File: src/sv/bbc_pkg.sv
// ----------------------------------------------------------------------------
// bbc_pkg: shared definitions for the bracket balance checker
// Holds the byte codes, verdict and kind codes, and the stack control struct.
// ----------------------------------------------------------------------------
package bbc_pkg;

  localparam int unsigned StackDepthDefault = 64;
  localparam int unsigned KindW             = 2;
  localparam int unsigned PosW              = 16;
  localparam int unsigned VerdictW          = 2;

  localparam logic [7:0] ByteNewline    = 8'd10;
  localparam logic [7:0] ByteRoundOpen  = 8'h28;
  localparam logic [7:0] ByteRoundClose = 8'h29;
  localparam logic [7:0] ByteSqOpen     = 8'h5B;
  localparam logic [7:0] ByteSqClose    = 8'h5D;
  localparam logic [7:0] ByteCurlyOpen  = 8'h7B;
  localparam logic [7:0] ByteCurlyClose = 8'h7D;

  localparam logic [KindW-1:0] KindRound = 2'd0;
  localparam logic [KindW-1:0] KindSq    = 2'd1;
  localparam logic [KindW-1:0] KindCurly = 2'd2;

  localparam logic [VerdictW-1:0] VerdictBalanced = 2'd0;
  localparam logic [VerdictW-1:0] VerdictCloser   = 2'd1;
  localparam logic [VerdictW-1:0] VerdictUnclosed = 2'd2;
  localparam logic [VerdictW-1:0] VerdictOverflow = 2'd3;

  localparam logic [PosW-1:0] PosMax = 16'hFFFF;

  // Control handed from the line controller to the stack chain.
  typedef struct packed {
    logic             push;
    logic             pop;
    logic [KindW-1:0] kind;
  } stack_ctrl_t;

endpackage

File: src/sv/bbc_cell.sv
// ----------------------------------------------------------------------------
// bbc_cell: one entry of the shifting bracket stack
// Takes its upper neighbor's kind on a push and its lower neighbor's on a pop.
// ----------------------------------------------------------------------------
module bbc_cell (
  input  logic                       clk_i,
  input  logic                       push_i,
  input  logic                       pop_i,
  input  logic [bbc_pkg::KindW-1:0]  above_i,
  input  logic [bbc_pkg::KindW-1:0]  below_i,
  output logic [bbc_pkg::KindW-1:0]  kind_o
);

  logic [bbc_pkg::KindW-1:0] kind_q, kind_d;

  always_comb begin
    kind_d = kind_q;
    if (push_i) begin
      kind_d = above_i;
    end else if (pop_i) begin
      kind_d = below_i;
    end
  end

  // Payload only: entries are meaningful once pushed.
  always_ff @(posedge clk_i) begin
    kind_q <= kind_d;
  end

  assign kind_o = kind_q;

endmodule

File: src/sv/bbc_stack.sv
// ----------------------------------------------------------------------------
// bbc_stack: row of stack cells, top of stack in cell zero
// A push shifts every entry one cell down, a pop shifts them one cell up.
// ----------------------------------------------------------------------------
module bbc_stack #(
  parameter int unsigned StackDepth = bbc_pkg::StackDepthDefault
) (
  input  logic                       clk_i,
  input  bbc_pkg::stack_ctrl_t       ctrl_i,
  output logic [bbc_pkg::KindW-1:0]  top_kind_o
);

  logic [bbc_pkg::KindW-1:0] kind_w [StackDepth];

  for (genvar i = 0; i < StackDepth; i++) begin : g_cell
    logic [bbc_pkg::KindW-1:0] above_w, below_w;

    if (i == 0) begin : g_top
      assign above_w = ctrl_i.kind;
    end else begin : g_mid
      assign above_w = kind_w[i-1];
    end

    if (i == StackDepth - 1) begin : g_bot
      assign below_w = kind_w[i];
    end else begin : g_up
      assign below_w = kind_w[i+1];
    end

    bbc_cell u_cell (
      .clk_i   (clk_i),
      .push_i  (ctrl_i.push),
      .pop_i   (ctrl_i.pop),
      .above_i (above_w),
      .below_i (below_w),
      .kind_o  (kind_w[i])
    );
  end

  assign top_kind_o = kind_w[0];

endmodule

File: src/sv/bracket_balance_checker_unit.sv
// ----------------------------------------------------------------------------
// bracket_balance_checker_unit: per-line bracket balance checker
// Each result of an accepted byte is registered in the output register, or in the skid slot
// while the output register is held. Throughput: one byte per cycle while the skid slot is
// empty, set by the single push, pop or top compare on cell zero of the stack chain. Two
// result slots (output register and skid) keep the slave side open while a result waits.
// Reset (rst_ni low, asynchronous) empties the stack, clears the position and
// error state and drops both result slots; stack cell contents are not reset.
// ----------------------------------------------------------------------------
module bracket_balance_checker_unit #(
  parameter int unsigned StackDepth = bbc_pkg::StackDepthDefault
) (
  input  logic        clk_i,
  input  logic        rst_ni,
  // Slave side: one text byte per transaction.
  input  logic        s_axis_tvalid_i,
  output logic        s_axis_tready_o,
  input  logic [7:0]  s_axis_tdata_i,   // [7:0] char_byte
  // Master side: one verdict per transaction.
  output logic        m_axis_tvalid_o,
  input  logic        m_axis_tready_i,
  output logic [23:0] m_axis_tdata_o    // [1:0] verdict, [17:2] position,
                                        // [19:18] bracket_kind, [23:20] zero
);

  localparam int unsigned SpW  = $clog2(StackDepth + 1);
  localparam int unsigned ResW = bbc_pkg::VerdictW + bbc_pkg::PosW + bbc_pkg::KindW;
  localparam logic [SpW-1:0] SpFull = SpW'(StackDepth);

  // --------------------------------------------------------------------------
  // Byte decode.
  // --------------------------------------------------------------------------
  logic                       in_accept;
  logic                       is_newline, is_open, is_close;
  logic [bbc_pkg::KindW-1:0]  byte_kind;

  assign in_accept = s_axis_tvalid_i && s_axis_tready_o;

  always_comb begin
    is_open   = 1'b0;
    is_close  = 1'b0;
    byte_kind = bbc_pkg::KindRound;
    case (s_axis_tdata_i)
      bbc_pkg::ByteRoundOpen:  begin is_open  = 1'b1; byte_kind = bbc_pkg::KindRound; end
      bbc_pkg::ByteRoundClose: begin is_close = 1'b1; byte_kind = bbc_pkg::KindRound; end
      bbc_pkg::ByteSqOpen:     begin is_open  = 1'b1; byte_kind = bbc_pkg::KindSq;    end
      bbc_pkg::ByteSqClose:    begin is_close = 1'b1; byte_kind = bbc_pkg::KindSq;    end
      bbc_pkg::ByteCurlyOpen:  begin is_open  = 1'b1; byte_kind = bbc_pkg::KindCurly; end
      bbc_pkg::ByteCurlyClose: begin is_close = 1'b1; byte_kind = bbc_pkg::KindCurly; end
      default: begin
        is_open  = 1'b0;
        is_close = 1'b0;
      end
    endcase
  end

  assign is_newline = (s_axis_tdata_i == bbc_pkg::ByteNewline);

  // --------------------------------------------------------------------------
  // Line state. The stack depth count lives here; the kinds live in the chain.
  // The outermost opener's kind is captured when it is pushed on an empty
  // stack, so the unclosed report never needs the bottom cell.
  // --------------------------------------------------------------------------
  logic [SpW-1:0]             sp_q, sp_d;
  logic [bbc_pkg::PosW-1:0]   pos_q, pos_d, pos_inc;
  logic [bbc_pkg::PosW-1:0]   outer_pos_q, outer_pos_d;
  logic [bbc_pkg::KindW-1:0]  outer_kind_q, outer_kind_d;
  logic                       failed_q, failed_d;
  logic [bbc_pkg::KindW-1:0]  top_kind;
  bbc_pkg::stack_ctrl_t       stack_ctrl;

  logic                       res_new;
  logic [ResW-1:0]            res_data;

  assign pos_inc = (pos_q == bbc_pkg::PosMax) ? pos_q : pos_q + 1'b1;

  always_comb begin
    sp_d            = sp_q;
    pos_d           = pos_q;
    outer_pos_d     = outer_pos_q;
    outer_kind_d    = outer_kind_q;
    failed_d        = failed_q;
    stack_ctrl.push = 1'b0;
    stack_ctrl.pop  = 1'b0;
    stack_ctrl.kind = byte_kind;
    res_new         = 1'b0;
    res_data        = '0;

    if (in_accept) begin
      if (is_newline) begin
        // End of line: report unless an error was already given, then clear.
        if (!failed_q) begin
          res_new = 1'b1;
          if (sp_q == '0) begin
            res_data = {bbc_pkg::KindRound, {bbc_pkg::PosW{1'b0}}, bbc_pkg::VerdictBalanced};
          end else begin
            res_data = {outer_kind_q, outer_pos_q, bbc_pkg::VerdictUnclosed};
          end
        end
        sp_d        = '0;
        pos_d       = '0;
        outer_pos_d = '0;
        failed_d    = 1'b0;
      end else begin
        pos_d = pos_inc;
        if (!failed_q) begin
          if (is_open) begin
            if (sp_q == SpFull) begin
              failed_d = 1'b1;
              res_new  = 1'b1;
              res_data = {byte_kind, pos_inc, bbc_pkg::VerdictOverflow};
            end else begin
              if (sp_q == '0) begin
                outer_pos_d  = pos_inc;
                outer_kind_d = byte_kind;
              end
              stack_ctrl.push = 1'b1;
              sp_d            = sp_q + 1'b1;
            end
          end else if (is_close) begin
            if ((sp_q == '0) || (top_kind != byte_kind)) begin
              failed_d = 1'b1;
              res_new  = 1'b1;
              res_data = {byte_kind, pos_inc, bbc_pkg::VerdictCloser};
            end else begin
              stack_ctrl.pop = 1'b1;
              sp_d           = sp_q - 1'b1;
            end
          end
        end
      end
    end
  end

  always_ff @(posedge clk_i or negedge rst_ni) begin
    if (!rst_ni) begin
      sp_q         <= '0;
      pos_q        <= '0;
      outer_pos_q  <= '0;
      outer_kind_q <= bbc_pkg::KindRound;
      failed_q     <= 1'b0;
    end else begin
      sp_q         <= sp_d;
      pos_q        <= pos_d;
      outer_pos_q  <= outer_pos_d;
      outer_kind_q <= outer_kind_d;
      failed_q     <= failed_d;
    end
  end

  bbc_stack #(
    .StackDepth (StackDepth)
  ) u_stack (
    .clk_i      (clk_i),
    .ctrl_i     (stack_ctrl),
    .top_kind_o (top_kind)
  );

  // --------------------------------------------------------------------------
  // Result slots. The output register drives the master side; the skid slot
  // catches a result made while the output register is still held. The slave
  // side stalls only while the skid slot is occupied.
  // --------------------------------------------------------------------------
  logic            out_valid_q, out_valid_d;
  logic            skid_valid_q, skid_valid_d;
  logic [ResW-1:0] out_data_q, out_data_d;
  logic [ResW-1:0] skid_data_q, skid_data_d;
  logic            out_free;

  assign out_free = !out_valid_q || m_axis_tready_i;

  always_comb begin
    out_valid_d  = out_valid_q;
    out_data_d   = out_data_q;
    skid_valid_d = skid_valid_q;
    skid_data_d  = skid_data_q;
    if (out_free) begin
      if (skid_valid_q) begin
        out_valid_d  = 1'b1;
        out_data_d   = skid_data_q;
        skid_valid_d = 1'b0;
      end else begin
        out_valid_d = res_new;
        out_data_d  = res_data;
      end
    end else if (res_new) begin
      skid_valid_d = 1'b1;
      skid_data_d  = res_data;
    end
  end

  always_ff @(posedge clk_i or negedge rst_ni) begin
    if (!rst_ni) begin
      out_valid_q  <= 1'b0;
      skid_valid_q <= 1'b0;
    end else begin
      out_valid_q  <= out_valid_d;
      skid_valid_q <= skid_valid_d;
    end
  end

  always_ff @(posedge clk_i) begin
    out_data_q  <= out_data_d;
    skid_data_q <= skid_data_d;
  end

  assign s_axis_tready_o = !skid_valid_q;
  assign m_axis_tvalid_o = out_valid_q;
  assign m_axis_tdata_o  = {{(24 - ResW){1'b0}}, out_data_q};

  // --------------------------------------------------------------------------
  // Assertions.
  // --------------------------------------------------------------------------
  a_skid_behind_out : assert property (@(posedge clk_i) disable iff (!rst_ni)
    skid_valid_q |-> out_valid_q)
    else $error("skid slot holds a result while the output register is empty");

  a_sp_in_range : assert property (@(posedge clk_i) disable iff (!rst_ni)
    sp_q <= SpFull)
    else $error("stack depth count beyond the number of cells");

  a_newline_clears : assert property (@(posedge clk_i) disable iff (!rst_ni)
    (in_accept && is_newline) |=> (sp_q == '0) && (pos_q == '0) && !failed_q)
    else $error("line state not cleared after a newline");

  a_failed_no_stack : assert property (@(posedge clk_i) disable iff (!rst_ni)
    failed_q |-> !stack_ctrl.push && !stack_ctrl.pop)
    else $error("stack moved on a line that already failed");

  a_overflow_when_full : assert property (@(posedge clk_i) disable iff (!rst_ni)
    (res_new && (res_data[bbc_pkg::VerdictW-1:0] == bbc_pkg::VerdictOverflow))
      |-> (sp_q == SpFull))
    else $error("overflow reported with room left on the stack");

endmodule

File: config.mk
export PLATFORM = sky130hd
export DESIGN_NAME = bracket_balance_checker_unit
export DESIGN_NICKNAME = d
export VERILOG_FILES = /design/src/sv/bbc_pkg.sv /design/src/sv/bbc_cell.sv /design/src/sv/bbc_stack.sv /design/src/sv/bracket_balance_checker_unit.sv
export SDC_FILE = /design/constraint.sdc
export NUM_CORES = 1
export LEC_CHECK = 0
export BUFFER_PORTS_ARGS = -buffer_cell sky130_fd_sc_hd__buf_2
export CORE_ASPECT_RATIO = 0.5
export CORE_UTILIZATION = 44
export CTS_CLUSTER_DIAMETER = 80
export DETAILED_ROUTE_END_ITERATION = 7
export PLACE_DENSITY = 0.67
export SLEW_MARGIN = 20
export SYNTH_ARGS = -nofsm -noshare
export SYNTH_HDL_FRONTEND = slang
export SYNTH_SLANG_ARGS = --single-unit
File: constraint.sdc
create_clock -name clk_i -period 5 [get_ports clk_i]
set_clock_uncertainty 0.15 [all_clocks]
set_input_delay 0.25 -clock clk_i [delete_from_list [all_inputs] [get_ports clk_i]]
set_output_delay 0.25 -clock clk_i [all_outputs]
set_load 0.03 [all_outputs]
Word level (Yosys, flattened, before mapping)
Cells that the tools add are included.

Add/subtract/negate cells: 3. Equal/unequal tests: 14. Multiplexer cells: 173. Bitwise gates (word level): 4. Reductions and logical operators: 19.

Operator list (number): $mux 2 (129); $mux 20 (10); $mux 16 (7); $mux 7 (6); $eq 8x7->1 const B (4); $mux 1 (20); $add 16x1->16 const B (1); $eq 16x16->1 const B (1); $eq 8x6->1 const B (2); $reduce_and 5->1 (2); $eq 8x4->1 const B (1); $reduce_bool 2->1 (4); $add 7x1->7 const B (1); $eq 7x7->1 const B (1); $logic_not 7->1 (1); $sub 7x1->7 const B (1); $ne 3x3->1 const B (2); $reduce_and 6->1 (1); $reduce_or 3->1 (2); $ne 2x2->1 const B (2); $not 1->1 (4); $pmux 2 s2 (1); $reduce_or 2->1 (2); $reduce_bool 3->1 (1); 5 further kinds (7).

Register bits after elaboration: 212. Input port bits: 12. Output and inout bits: 26. Logic and storage cells: 286.

Logic depth before layout (Yosys ltp)
Gate-level depths: netlist (run 1).

Depth in word-level cells: 13. Mapped depth: 10. Depth with buffers taken out: 9.

Modules after synthesis
Synthesis (run 1) repeated with hierarchy kept, for this count alone.

Cell total of the unflattened synthesis: 721. Area, all modules: 10003.3 µm².

Modules (own cells, without submodules): bbc_cell (instances 64, cells each 5, area an instance 88.8 µm², seq. area each 60.1 µm²); bracket_balance_checker_unit (instances 1, cells each 401, area an instance 4317.9 µm², seq. area each 2302.2 µm²).

Worst setup path before layout (run 1)
No wires, ideal clock.

Path type: input -> register. Start point: in s_axis_tdata_i[2]. End point: reg u_stack.g_cell[0].u_cell.kind_q, in the netlist u_stack.g_cell[0].u_cell.kind_o[0] (enable). Setup time: 0.479 ns. Data arrival time: 3.971 ns. Data required time: 4.371 ns. Path slack: 0.399 ns. Stages: 5. Buffers on the path: 0. Cells stage by stage: or4b_2 a211oi_1 and3_1 o21bai_1 inv_1.

Word-level cells in the longest chain between the ends: 12. Elaborated cells between the ends (all ways): 24.

RTL lines: start, declared (RTL line bracket_balance_checker_unit.sv:18) `input logic [7:0] s_axis_tdata_i,`; $eq 8x7->1 (RTL line bracket_balance_checker_unit.sv:43) `case (s_axis_tdata_i)`; $reduce_or 2->1 (no line); $pmux 2 s2 (RTL line bracket_balance_checker_unit.sv:43); $ne 2x2->1 (RTL line bracket_balance_checker_unit.sv:121) `if ((sp_q == '0) || (top_kind != byte_kind)) begin`; $logic_or 1x1->1 (RTL line bracket_balance_checker_unit.sv:121); $mux 1 (RTL line bracket_balance_checker_unit.sv:121); $mux 1 (RTL line bracket_balance_checker_unit.sv:120) `end else if (is_close) begin`; $mux 1 (RTL line bracket_balance_checker_unit.sv:107) `if (is_open) begin`; $mux 2 (RTL line bracket_balance_checker_unit.sv:106) `if (!failed_q) begin`; $mux 2 * (RTL line bracket_balance_checker_unit.sv:90) `if (is_newline) begin`; $mux 2 * (RTL line bracket_balance_checker_unit.sv:89) `if (in_accept) begin`; $reduce_bool 2->1 (no line) *; end signal, assigned (RTL line bbc_cell.sv:27) `kind_q <= kind_d;`; end, declared (RTL line bbc_cell.sv:14) `logic [bbc_pkg::KindW-1:0] kind_q, kind_d;`.

Mark *: on every way between the ends. The rest lies on a longest branch, timed or not. A chain may end at the register's enable or synchronous reset.

Final worst setup path (run 1)
Start point: reg skid_valid_q. End point: reg u_stack.g_cell[48].u_cell.kind_q, in the netlist u_stack.g_cell[48].u_cell.kind_o[1] (enable).

Word-level cells in the longest chain between the ends: 4.

RTL lines: start, declared (RTL line bracket_balance_checker_unit.sv:165) `logic skid_valid_q, skid_valid_d;`; start signal, assigned (RTL line bracket_balance_checker_unit.sv:198) `skid_valid_q <= skid_valid_d;`; $logic_not 1->1 (RTL line bracket_balance_checker_unit.sv:207) `assign s_axis_tready_o = !skid_valid_q;`; $logic_and 1x1->1 (RTL line bracket_balance_checker_unit.sv:37) `assign in_accept = s_axis_tvalid_i && s_axis_tready_o;`; $mux 2 (RTL line bracket_balance_checker_unit.sv:89); $reduce_bool 2->1 (no line); end signal, assigned (RTL line bbc_cell.sv:27); end, declared (RTL line bbc_cell.sv:14).

No other way between the ends.

==> results of run 1 <==
[metal layers]
metal  wire length, um  GRT usage
met5                 0          0
met3               491     0.0284
met2              7830      0.253
met1              7820      0.203
met4               314     0.0388
[timing repair]
| action | in CTS | in global routing |
|---|---|---|
| gates resized for setup | 0 | 0 |
| hold endpoints to repair | 44 | 0 |
| setup buffers | 0 | 0 |
| hold buffers | 1 | 0 |
[area by class of cell]
type | instances | area, um2 | share of cell area
Clock buffer | 24 | 515 | 0.0480
Clock inverter | 10 | 87.6 | 0.00815
Inverter | 15 | 58.8 | 0.00547
Multi-Input combinational cell | 428 | 3310 | 0.309
Sequential cell | 212 | 6150 | 0.572
Tap cell | 292 | 365 | 0.0340
Timing Repair Buffer | 41 | 255 | 0.0238
[worst max-delay path by stage]
stage / start / to / depth (start not counted)
after floorplan: s_axis_tdata_i[2] / u_stack.g_cell[0].u_cell.kind_o[0]$_DFFE_PP_ / 5
after global placement: skid_valid_q$_DFFE_PN0P_ / u_stack.g_cell[62].u_cell.kind_o[0]$_DFFE_PP_ / 7
after detailed placement: skid_valid_q$_DFFE_PN0P_ / u_stack.g_cell[36].u_cell.kind_o[0]$_DFFE_PP_ / 7
after CTS: skid_valid_q$_DFFE_PN0P_ / u_stack.g_cell[40].u_cell.kind_o[1]$_DFFE_PP_ / 7
after global routing: skid_valid_q$_DFFE_PN0P_ / u_stack.g_cell[48].u_cell.kind_o[1]$_DFFE_PP_ / 7
final: skid_valid_q$_DFFE_PN0P_ / u_stack.g_cell[48].u_cell.kind_o[1]$_DFFE_PP_ / 7
[registers in the layout (all words and copies together) (netlist names)]
signal,count
m_axis_tvalid_o,1
sp_q,7
failed_q,1
pos_q,16
skid_data_q,20
skid_valid_q,1
outer_kind_q,2
out_data_q,20
outer_pos_q,16
u_stack.g_cell.u_cell.kind_o,128
[critical path, stage by stage, from the launching register on]
cell and delay (ps):
dfrtp_1 690, inv_1 260, nand2_1 450, nor2_1 520, nand2_1 100, o21bai_1 250
inv_4 480, buf_12 430
[logic make-up (layout without fill, tap and decap cells)]
kind of cell | count (synthesis) | count (layout) | share of synthesized area
simple gates | 155 | 155 | 0.0798
compound gates | 114 | 114 | 0.0817
flops | 212 | 212 | 0.635
xor+xnor | 14 | 14 | 0.0127
fa+ha+maj | 7 | 7 | 0.00983
mux | 134 | 134 | 0.156
other cells | 1 | 4 | 0.000388
buf+inv | 50 | 90 | 0.0250
[cell usage after synthesis, drive strengths merged (2+ instances only)]
| library cell | n | area (um2) |
|---|---|---|
| edfxtp | 168 | 5040 |
| mux2 | 131 | 1480 |
| nand2 | 82 | 308 |
| o21ai | 46 | 230 |
| dfrtp | 44 | 1100 |
| buf | 20 | 129 |
| o211ai | 18 | 195 |
| nor2 | 16 | 60.1 |
| clkbuf | 15 | 56.3 |
| inv | 15 | 56.3 |
| a21oi | 13 | 65.1 |
| nand3 | 13 | 77.6 |
| o31ai | 9 | 67.6 |
| xor2 | 8 | 70.1 |
| and3 | 7 | 43.8 |
| nor3 | 7 | 40.0 |
| ha | 6 | 75.1 |
| xnor2 | 6 | 52.6 |
| a211oi | 4 | 30.0 |
| a21o | 4 | 30.0 |
| and2 | 4 | 25.0 |
| o21bai | 4 | 30.0 |
| a31oi | 3 | 33.8 |
| mux2i | 3 | 30.0 |
| nand2b | 3 | 18.8 |
| nand4 | 3 | 18.8 |
| nor4 | 3 | 33.8 |
| nor4b | 3 | 26.3 |
| a22o | 2 | 17.5 |
| a22oi | 2 | 15.0 |
| and4 | 2 | 17.5 |
| nand3b | 2 | 15.0 |
| nor3b | 2 | 15.0 |
| o22ai | 2 | 12.5 |
| or3 | 2 | 12.5 |
| or4b | 2 | 23.8 |
[power by group]
| part | switching (mW) | internal (mW) | total [mW] |
|---|---|---|---|
| Combinational | 0.148 | 0.0946 | 0.243 |
| Clock | 0.632 | 0.790 | 1.42 |
| Sequential | 0.0444 | 1.92 | 1.97 |
| Total | 0.825 | 2.81 | 3.63 |
[per-stage QoR]
step,power [mW],instances,setup WS (ps),hold slack (ps)
final,3.63,1022,1300,136
after global routing,3.77,1022,837,140
after CTS,3.68,1021,1260,117
after detailed placement,2.24,986,1260,293
after global placement,2.24,986,1330,283
after floorplan,2.18,690,399,-196
==> impl_results.md, run 1 <==
- Net count, final: approximately 740
- RSZ-0062 raised after global routing: false
- WL final: about 16 mm
- Rows: 37
- Max Fclk: about 0.27 GHz
- DR DRC count: 0
- Cell Area, Synth: 9680 um2
- Post-DP Area: just over 10000 um2
- Most common cell after layout, fill and taps aside: edfxtp_1
- Placer's final routability congestion estimate: between 0.8 and 0.9
- Crit end category: flip-flop
- First-pass iteration count of the detailed router: 4
- Crit Path Category: flip-flop to flip-flop
- Crit start category: flip-flop
- First-pass GRT wire length: approximately 28 mm
- Hold path start: s_axis_tvalid_i
- Commonest non-fill, non-tap cells in the layout: edfxtp_1, mux2_2, nand2_1
- Total number of vias: approximately 5500
- Post-Route Utilization: 0.510
- P_leak: between 3 and 4 nW
- Grt ovf: 0
- Final hold violations: 0
- Cell count after synthesis: 687
- Arr. time, crit path: between 3000 and 4000 ps
- Clk slew on worst S/H paths: around 60 ps
- Design area: 10700 um2
- Setup TNS after final layout: 0 ps
- Syn Area/Cell: ~14 um2
- Per-cell routed wire length: about 16 um
- Yosys reg bits: 212
- Die X: approximately 210 um
- CTS root buf: clkbuf_16
- GRT Total Usage: 0.151
- Vias in the first global route: about 5400
- Final setup viols: 0
- Clock sink count: between 200 and 250
- Die height: about 110 um
- Pin count of the biggest net entering global routing: between 100 and 150
- Fraction of layout cells with a size suffix above 1: 0.307
- Tcrit/Tclk final: 0.740
- CTS tree: built
- Clk_lat worst skew: 500 ps
- R2r startpoint: skid_valid_q$_DFFE_PN0P_
- Worst Hold End: pos_q[15]$_DFFE_PN0P_
- Final ANT Viol Nets: 0
- Synth-to-Final Area Change: 11.0%
- Initial antenna violation count: 0
- I/O Buffers: 33
- Sequential share of the synthesized area: 0.635
- Max Root-Sink Buffers: 3
- Starting Density: 0.459
- Yosys warnings: 0
- Synth cell types: slightly below 60
- Reg2reg end: u_stack.g_cell[48].u_cell.kind_o[1]$_DFFE_PP_
- Period minus WS final: about 3700 ps
- Filler cell count: around 1800
- H-Tree Depth: 1
- CTS Buf Count: 20
- Async S/R FF share, synth: 0.208
- Status: complete, no violations
- Worst-path fanout max: 80
- Max-Cap Viols: 0
- Antenna cells: 0
- Reg2Reg Setup Slack: about 1300 ps
- EDFF count, synth: ~170
- Post-DR vias/cell: between 5 and 6
- R2r worst-path depth: 7
- Core Area: ~21000 um2
- Critical Path RT: roughly 5000 ps
- Actual slew at the worst max-slew pin: between 1000 and 1500 ps
- Ports: 38
- Iter 0 DRT Violations: approximately 440
- Fin. max-slew vios: 0
- Hold crit path type: input port to flip-flop
- Die area: approximately 23000 um2
- Slew headroom: 0.323
- Worst vdd ir: 0.211 mV
- Top FF cell, synth: edfxtp_1
- Pwr/cell area: about 340 nW/um2
- DPL Wire Length: approximately 10 mm
- Hold path cells: 4
(Power assumes the default switching activity.)
==> run 2, diff against run 1 <==
- ABC_AREA: not set -> 1
- clock period: 5 -> 3.8 ns (I/O delays scaled with it)
==> run 2 against run 1 <==
Register-to-register slack lost 450 ps. Die area grew 0.51%. Clock-buffer cell count grew 3.
==> impl_results.md, run 2 <==
- Status: complete, no violations
- First-pass iteration count of the detailed router: 5
- Core Area: approximately 22000 um2
- Ports: 38
- Async S/R FF share, synth: 0.208
- Post-CTS resize count: 0
- Post-CTS Setup Inserts: 0
- Fraction of layout cells with a size suffix above 1: 0.0873
- Sequential share of the synthesized area: 0.632
- Clk slew on worst S/H paths: roughly 60 ps
- Initial antenna violation count: 0
- Hold path cells: 4
- Grt ovf: 0
- First-pass GRT wire length: 32.0 mm
- Syn Area/Cell: slightly above 9 um2
- Max Root-Sink Buffers: 3
- Tcrit/Tclk final: 0.777
- Placer's final routability congestion estimate: 0.889
- Die X: 212 um
- Post-Route Utilization: 0.502
- DR DRC count: 0
- H-Tree Depth: 1
- I/O Buffers: 33
- Die height: between 100 and 150 um
- Max Fclk: 0.339 GHz
- # hold bufs at CTS: 2
- Slew headroom: 0.461
- Max FFs per register: about 130
- Worst vdd ir: 0.296 mV
- Fin. max-slew vios: 0
- Period minus WS final: around 3000 ps
- Max-Cap Viols: 0
- Setup slack after layout: around 850 ps
- Clock sink count: about 210
- Rows: 38
- Starting Density: 0.449
- Crit start category: flip-flop
- Reg2Reg Setup Slack: approximately 850 ps
- Crit Path Category: flip-flop to flip-flop
- Worst-path fanout max: 64
- CTS Buf Count: 21
- Arr. time, crit path: 3020 ps
- Crit end category: flip-flop
- Critical Path RT: roughly 3900 ps
- EDFF count, synth: 168
- Hold crit path type: input port to flip-flop
- R2r worst-path depth: 8
- Net count, final: around 1100
- GRT Total Usage: 0.172
- CTS tree: built
- CP endpoint: u_stack.g_cell[27].u_cell.kind_o[0]$_DFFE_PP_
- Commonest non-fill, non-tap cells in the layout: nand2_1, edfxtp_1, nand3_1
- Cell count after synthesis: between 1000 and 1500
- Final ANT Viol Nets: 0
- Synth-to-Final Area Change: 11.9%
- R2r startpoint: skid_valid_q$_DFFE_PN0P_
- Synth cell types: 33
- Die area: around 23000 um2
- Commonest cells post-synth: nand2_1, edfxtp_1, nand3_1
- Yosys warnings: 0
- Actual slew at the worst max-slew pin: roughly 810 ps
- Per-cell routed wire length: between 10 and 15 um
- Cell Area, Synth: 9730 um2
- DPL Wire Length: around 12 mm
- Area leader, netlist: edfxtp_1
- Worst slack, placed: 830 ps
- Final std cells w/o fill: 1388
- Total power: between 4 and 5 mW
- Final setup viols: 0
- Clk_lat worst skew: about 490 ps
- Total number of vias: about 6900
- Post-DR vias/cell: around 5
- Final hold violations: 0
- Top FF cell, synth: edfxtp_1
- RSZ-0062 raised after global routing: false
- Pin count of the biggest net entering global routing: ~130
- Reg2reg end: u_stack.g_cell[27].u_cell.kind_o[0]$_DFFE_PP_
- Yosys top cell area share: 0.519
- WL final: roughly 19 mm
- Worst Setup SP: skid_valid_q$_DFFE_PN0P_
- Cell with the most instances after synthesis: nand2_1
- CTS root buf: clkbuf_16
- Iter 0 DRT Violations: 657
- Largest cells by area after synthesis: edfxtp_1, nand2_1, dfrtp_1
- Pwr/cell area: 457 nW/um2
- Most common cell after layout, fill and taps aside: nand2_1
- Antenna cells: 0
- Vias in the first global route: around 7000
- P_leak: around 4.9 nW
- Placed Cells: roughly 1400
- Yosys reg bits: ~210
- Worst hold slack: roughly 17 ps
==> run 2: changes by cell type in the layout (fill, tap and decap cells not counted), sizes merged, moves of 17 or more <==
cell | before | now
mux2 | 131 | 1
o211ai | 18 | 1
nand2 | 82 | 498
nor2 | 16 | 34
nand3 | 13 | 69
o21ai | 46 | 63
inv | 15 | 67
==> run 2: worst min path at each step <==
stage | from | to | slack [ps]
after global routing | s_axis_tvalid_i | failed_q$_DFFE_PN0P_ | 40
after global placement | rst_ni | pos_q[15]$_DFFE_PN0P_ | 270
after CTS | s_axis_tvalid_i | failed_q$_DFFE_PN0P_ | 10
final | s_axis_tvalid_i | failed_q$_DFFE_PN0P_ | 20
after detailed placement | rst_ni | outer_pos_q[15]$_DFFE_PN0P_ | 290
after floorplan | rst_ni | failed_q$_DFFE_PN0P_ | -260
==> run 2: per-layer routing <==
| metal | GRT usage | wire [um] | up-vias |
|---|---|---|---|
| met5 | 0 | 0 | - |
| met4 | 0.0509 | 420 | 0 |
| met3 | 0.0284 | 729 | 37 |
| met2 | 0.293 | 8840 | 110 |
| met1 | 0.226 | 8780 | 3317 |
| li1 | - | - | 3485 |
==> run 2: cell families after synthesis <==
| group | after synthesis | synth area share |
|---|---|---|
| buffers and inverters | 111 | 0.0473 |
| other | 1 | 0.000386 |
| DFF | 212 | 0.632 |
| adders and majority gates | 7 | 0.00978 |
| AOI/OAI and AO/OA | 86 | 0.0476 |
| xor gates and xnor gates | 8 | 0.00720 |
| muxes | 1 | 0.00116 |
| and+or+nand+nor | 622 | 0.255 |
==> run 2: stage by stage <==
| stage | TNS, ps | instance area, um2 |
|---|---|---|
| after CTS | 0 | 10900 |
| final | 0 | 10900 |
| after detailed placement | 0 | 10200 |
| after floorplan | -103740 | 9810 |
| after global routing | 0 | 10900 |
| after global placement | 0 | 10200 |
==> run 2: layout make-up <==
cell class / count / area [um2]
fillers: 2026 / 10800
repair buffers: 46 / 283
clock inverters: 8 / 70.1
clock buffers: 27 / 548
well taps: 300 / 375
inverters: 67 / 260
flip-flops and latches: 212 / 6150
multi-input cells: 728 / 3200
==> run 2: critical path, stage by stage (launching register included) <==
cell	delay, ps
dfrtp_1	400
inv_4	80
nand2_4	160
nor2_4	220
nand2_4	110
nor3_4	220
buf_4	510
buf_4	610
o21ai_0	160
==> run 2: power breakdown <==
group	internal [mW]	total (mW)	switching [mW]
clock	1.09	1.93	0.838
combinational	0.139	0.411	0.272
sequential	2.56	2.63	0.0688
total	3.79	4.97	1.18
==> run 3, diff against run 2 <==
- PLACE_DENSITY: 0.67 -> 0.69
- clock period: 3.8 -> 2.62 ns (I/O delays scaled with it)
==> run 3 against run 2 <==
Combinational power grew 49%. Via count grew 0.92%. Clock-buffer cell count shrank 3. Clock power grew 66%. Non-clock buffer count grew 17. Sequential share of layout area shrank 1.4 points. Register-to-register slack lost 590 ps. Critical path depth is the same. Cell area grew 2.6%. Global-route usage is essentially flat. Die area is the same. Critical path type unchanged. Critical endpoint is now skid_valid_q$_DFFE_PN0P_. Largest cell class unchanged.
==> impl_results.md, run 3 (same netlist as run 2, synthesis figures left out) <==
- Status: complete, no violations
- CTS tree: built
- Commonest non-fill, non-tap cells in the layout: nand2_1, edfxtp_1, nand3_1
- Synth-to-Final Area Change: 14.7%
- First-pass GRT wire length: 32.2 mm
- DPL Wire Length: 12.0 mm
- Worst-path fanout max: 6
- Iter 0 DRT Violations: roughly 530
- Design area: 11200 um2
- Placer's final routability congestion estimate: 0.851
- Post-DR vias/cell: about 5
- Net count, final: 1112
- Critical path's slowest cell: dlygate4sd3_1
- P_leak: roughly 5.0 nW
- Most frequent CP cell: nand2_1
- Crit start category: flip-flop
- Core Area: about 22000 um2
- Die X: roughly 210 um
- CP top delay family: simple AND/OR/NAND/NOR gates
- Worst vdd ir: 0.523 mV
- Total power: between 7 and 8 mW
- Clk slew on worst S/H paths: 60 ps
- Pwr/cell area: 684 nW/um2
- # hold bufs at CTS: 4
- Starting Density: 0.449
- Max Fclk: between 0.4 and 0.5 GHz
- Grt ovf: 0
- Die height: ~110 um
- Ports: 38
- Die area: around 23000 um2
- Vias in the first global route: 6845
- I/O Buffers: 33
- CTS Buf Count: 21
- RSZ-0062 raised after global routing: false
- Max Root-Sink Buffers: 3
- R2r startpoint: sp_q[0]$_DFFE_PN0P_
- Hold crit path type: input port to asynchronous set/reset pin
- Area of the multi-input gates: 3190 um2
- Final setup viols: 0
- First-pass iteration count of the detailed router: 6
- Critical Path RT: ~2900 ps
- Most common cell after layout, fill and taps aside: nand2_1
- Post-CTS resize count: 0
- Rows: 38
- Fraction of layout cells with a size suffix above 1: 0.0985
- Slew headroom: 0.617
- Total number of vias: between 7000 and 8000
- Actual slew at the worst max-slew pin: 575 ps
- Arr. time, crit path: 2630 ps
- Max-Cap Viols: 0
- Clk_lat worst skew: around 500 ps
- Final std cells w/o fill: around 1400
- Max FFs per register: ~130
- Pin count of the biggest net entering global routing: 116
- Antenna cells: 0
- Crit end category: flip-flop
- Flip-flop and latch area: 6150 um2
- Crit Path Category: flip-flop to flip-flop
- WP buf/inv: 1
- Initial antenna violation count: 0
- DR DRC count: 0
- GRT Total Usage: 0.171
- Final hold violations: 0
- Placed Cells: ~1400
- CTS root buf: clkbuf_16
- Tcrit/Tclk final: 0.900
- Post-CTS Setup Inserts: 0
- Period minus WS final: about 2400 ps
- Fin. max-slew vios: 0
- CP Cell Sequence: nor2_1, nand2_1, nor3_1, nand2_1, nand3_1, nand3_1, nand2_1, dlygate4sd3_1
- H-Tree Depth: 1
- Final ANT Viol Nets: 0
- Clock sink count: 212
- Worst Setup SP: sp_q[0]$_DFFE_PN0P_
- Post-DP Area: 10400 um2
- Per-cell routed wire length: 13.3 um
- Filler cell count: about 1900
- WL final: between 15 and 20 mm
- Critical Path Max Stage Delay: ~540 ps
==> run 3: changes by cell type in the layout (fill, tap and decap cells not counted), moves of 3 or more <==
cell	delta
buf_4	+11
buf_12	+4
bufinv_16	+4
inv_1	+4
clkbuf_1	-3
==> run 3: area by class of cell <==
cell class                 count  area share
timing repair buffer          63      0.0417
clock inverter                13      0.0174
tap                          300      0.0336
inverter                      67      0.0229
multi-input combinational    728       0.285
sequential                   212       0.551
clock buffer                  24      0.0481
==> run 3: power by group <==
group          internal, mW  switching, mW
clock network          1.97           1.24
logic                 0.216          0.395
registers              3.72         0.0966
total                  5.90           1.73
==> run 3: final timing paths <==
kind	endpoint	depth (start not counted)	slack, ps
setup reg to reg	skid_valid_q$_DFFE_PN0P_	8	260
setup / recovery	skid_valid_q$_DFFE_PN0P_	8	260
max in group asynchronous	outer_pos_q[12]$_DFFE_PN0P_	2	1890
hold reg to reg	u_stack.g_cell[63].u_cell.kind_o[1]$_DFFE_PP_	0	310
hold / removal	pos_q[0]$_DFFE_PN0P_	2	50
min in group clk_i	u_stack.g_cell[0].u_cell.kind_o[1]$_DFFE_PP_	5	50
==> run 3: per-stage QoR <==
| stage | setup TNS [ps] | setup WS [ps] | hold slack (ps) | util |
|---|---|---|---|---|
| final | 0 | 262 | 45.2 | 0.515 |
| after global routing | 0 | 6.01 | 80.0 | 0.515 |
| after CTS | 0 | 265 | 34.0 | 0.515 |
| after detailed placement | 0 | 204 | 228 | 0.479 |
| after global placement | 0 | 285 | 212 | 0.479 |
| after floorplan | -251570 | -2000 | -315 | - |
==> run 3: metal layers <==
metal / up-vias / share of wire / GRT usage
met5: - / 0 / 0
met4: 0 / 0.018 / 0.0406
met3: 26 / 0.040 / 0.0275
met2: 148 / 0.48 / 0.292
met1: 3312 / 0.46 / 0.231
li1: 3527 / - / -
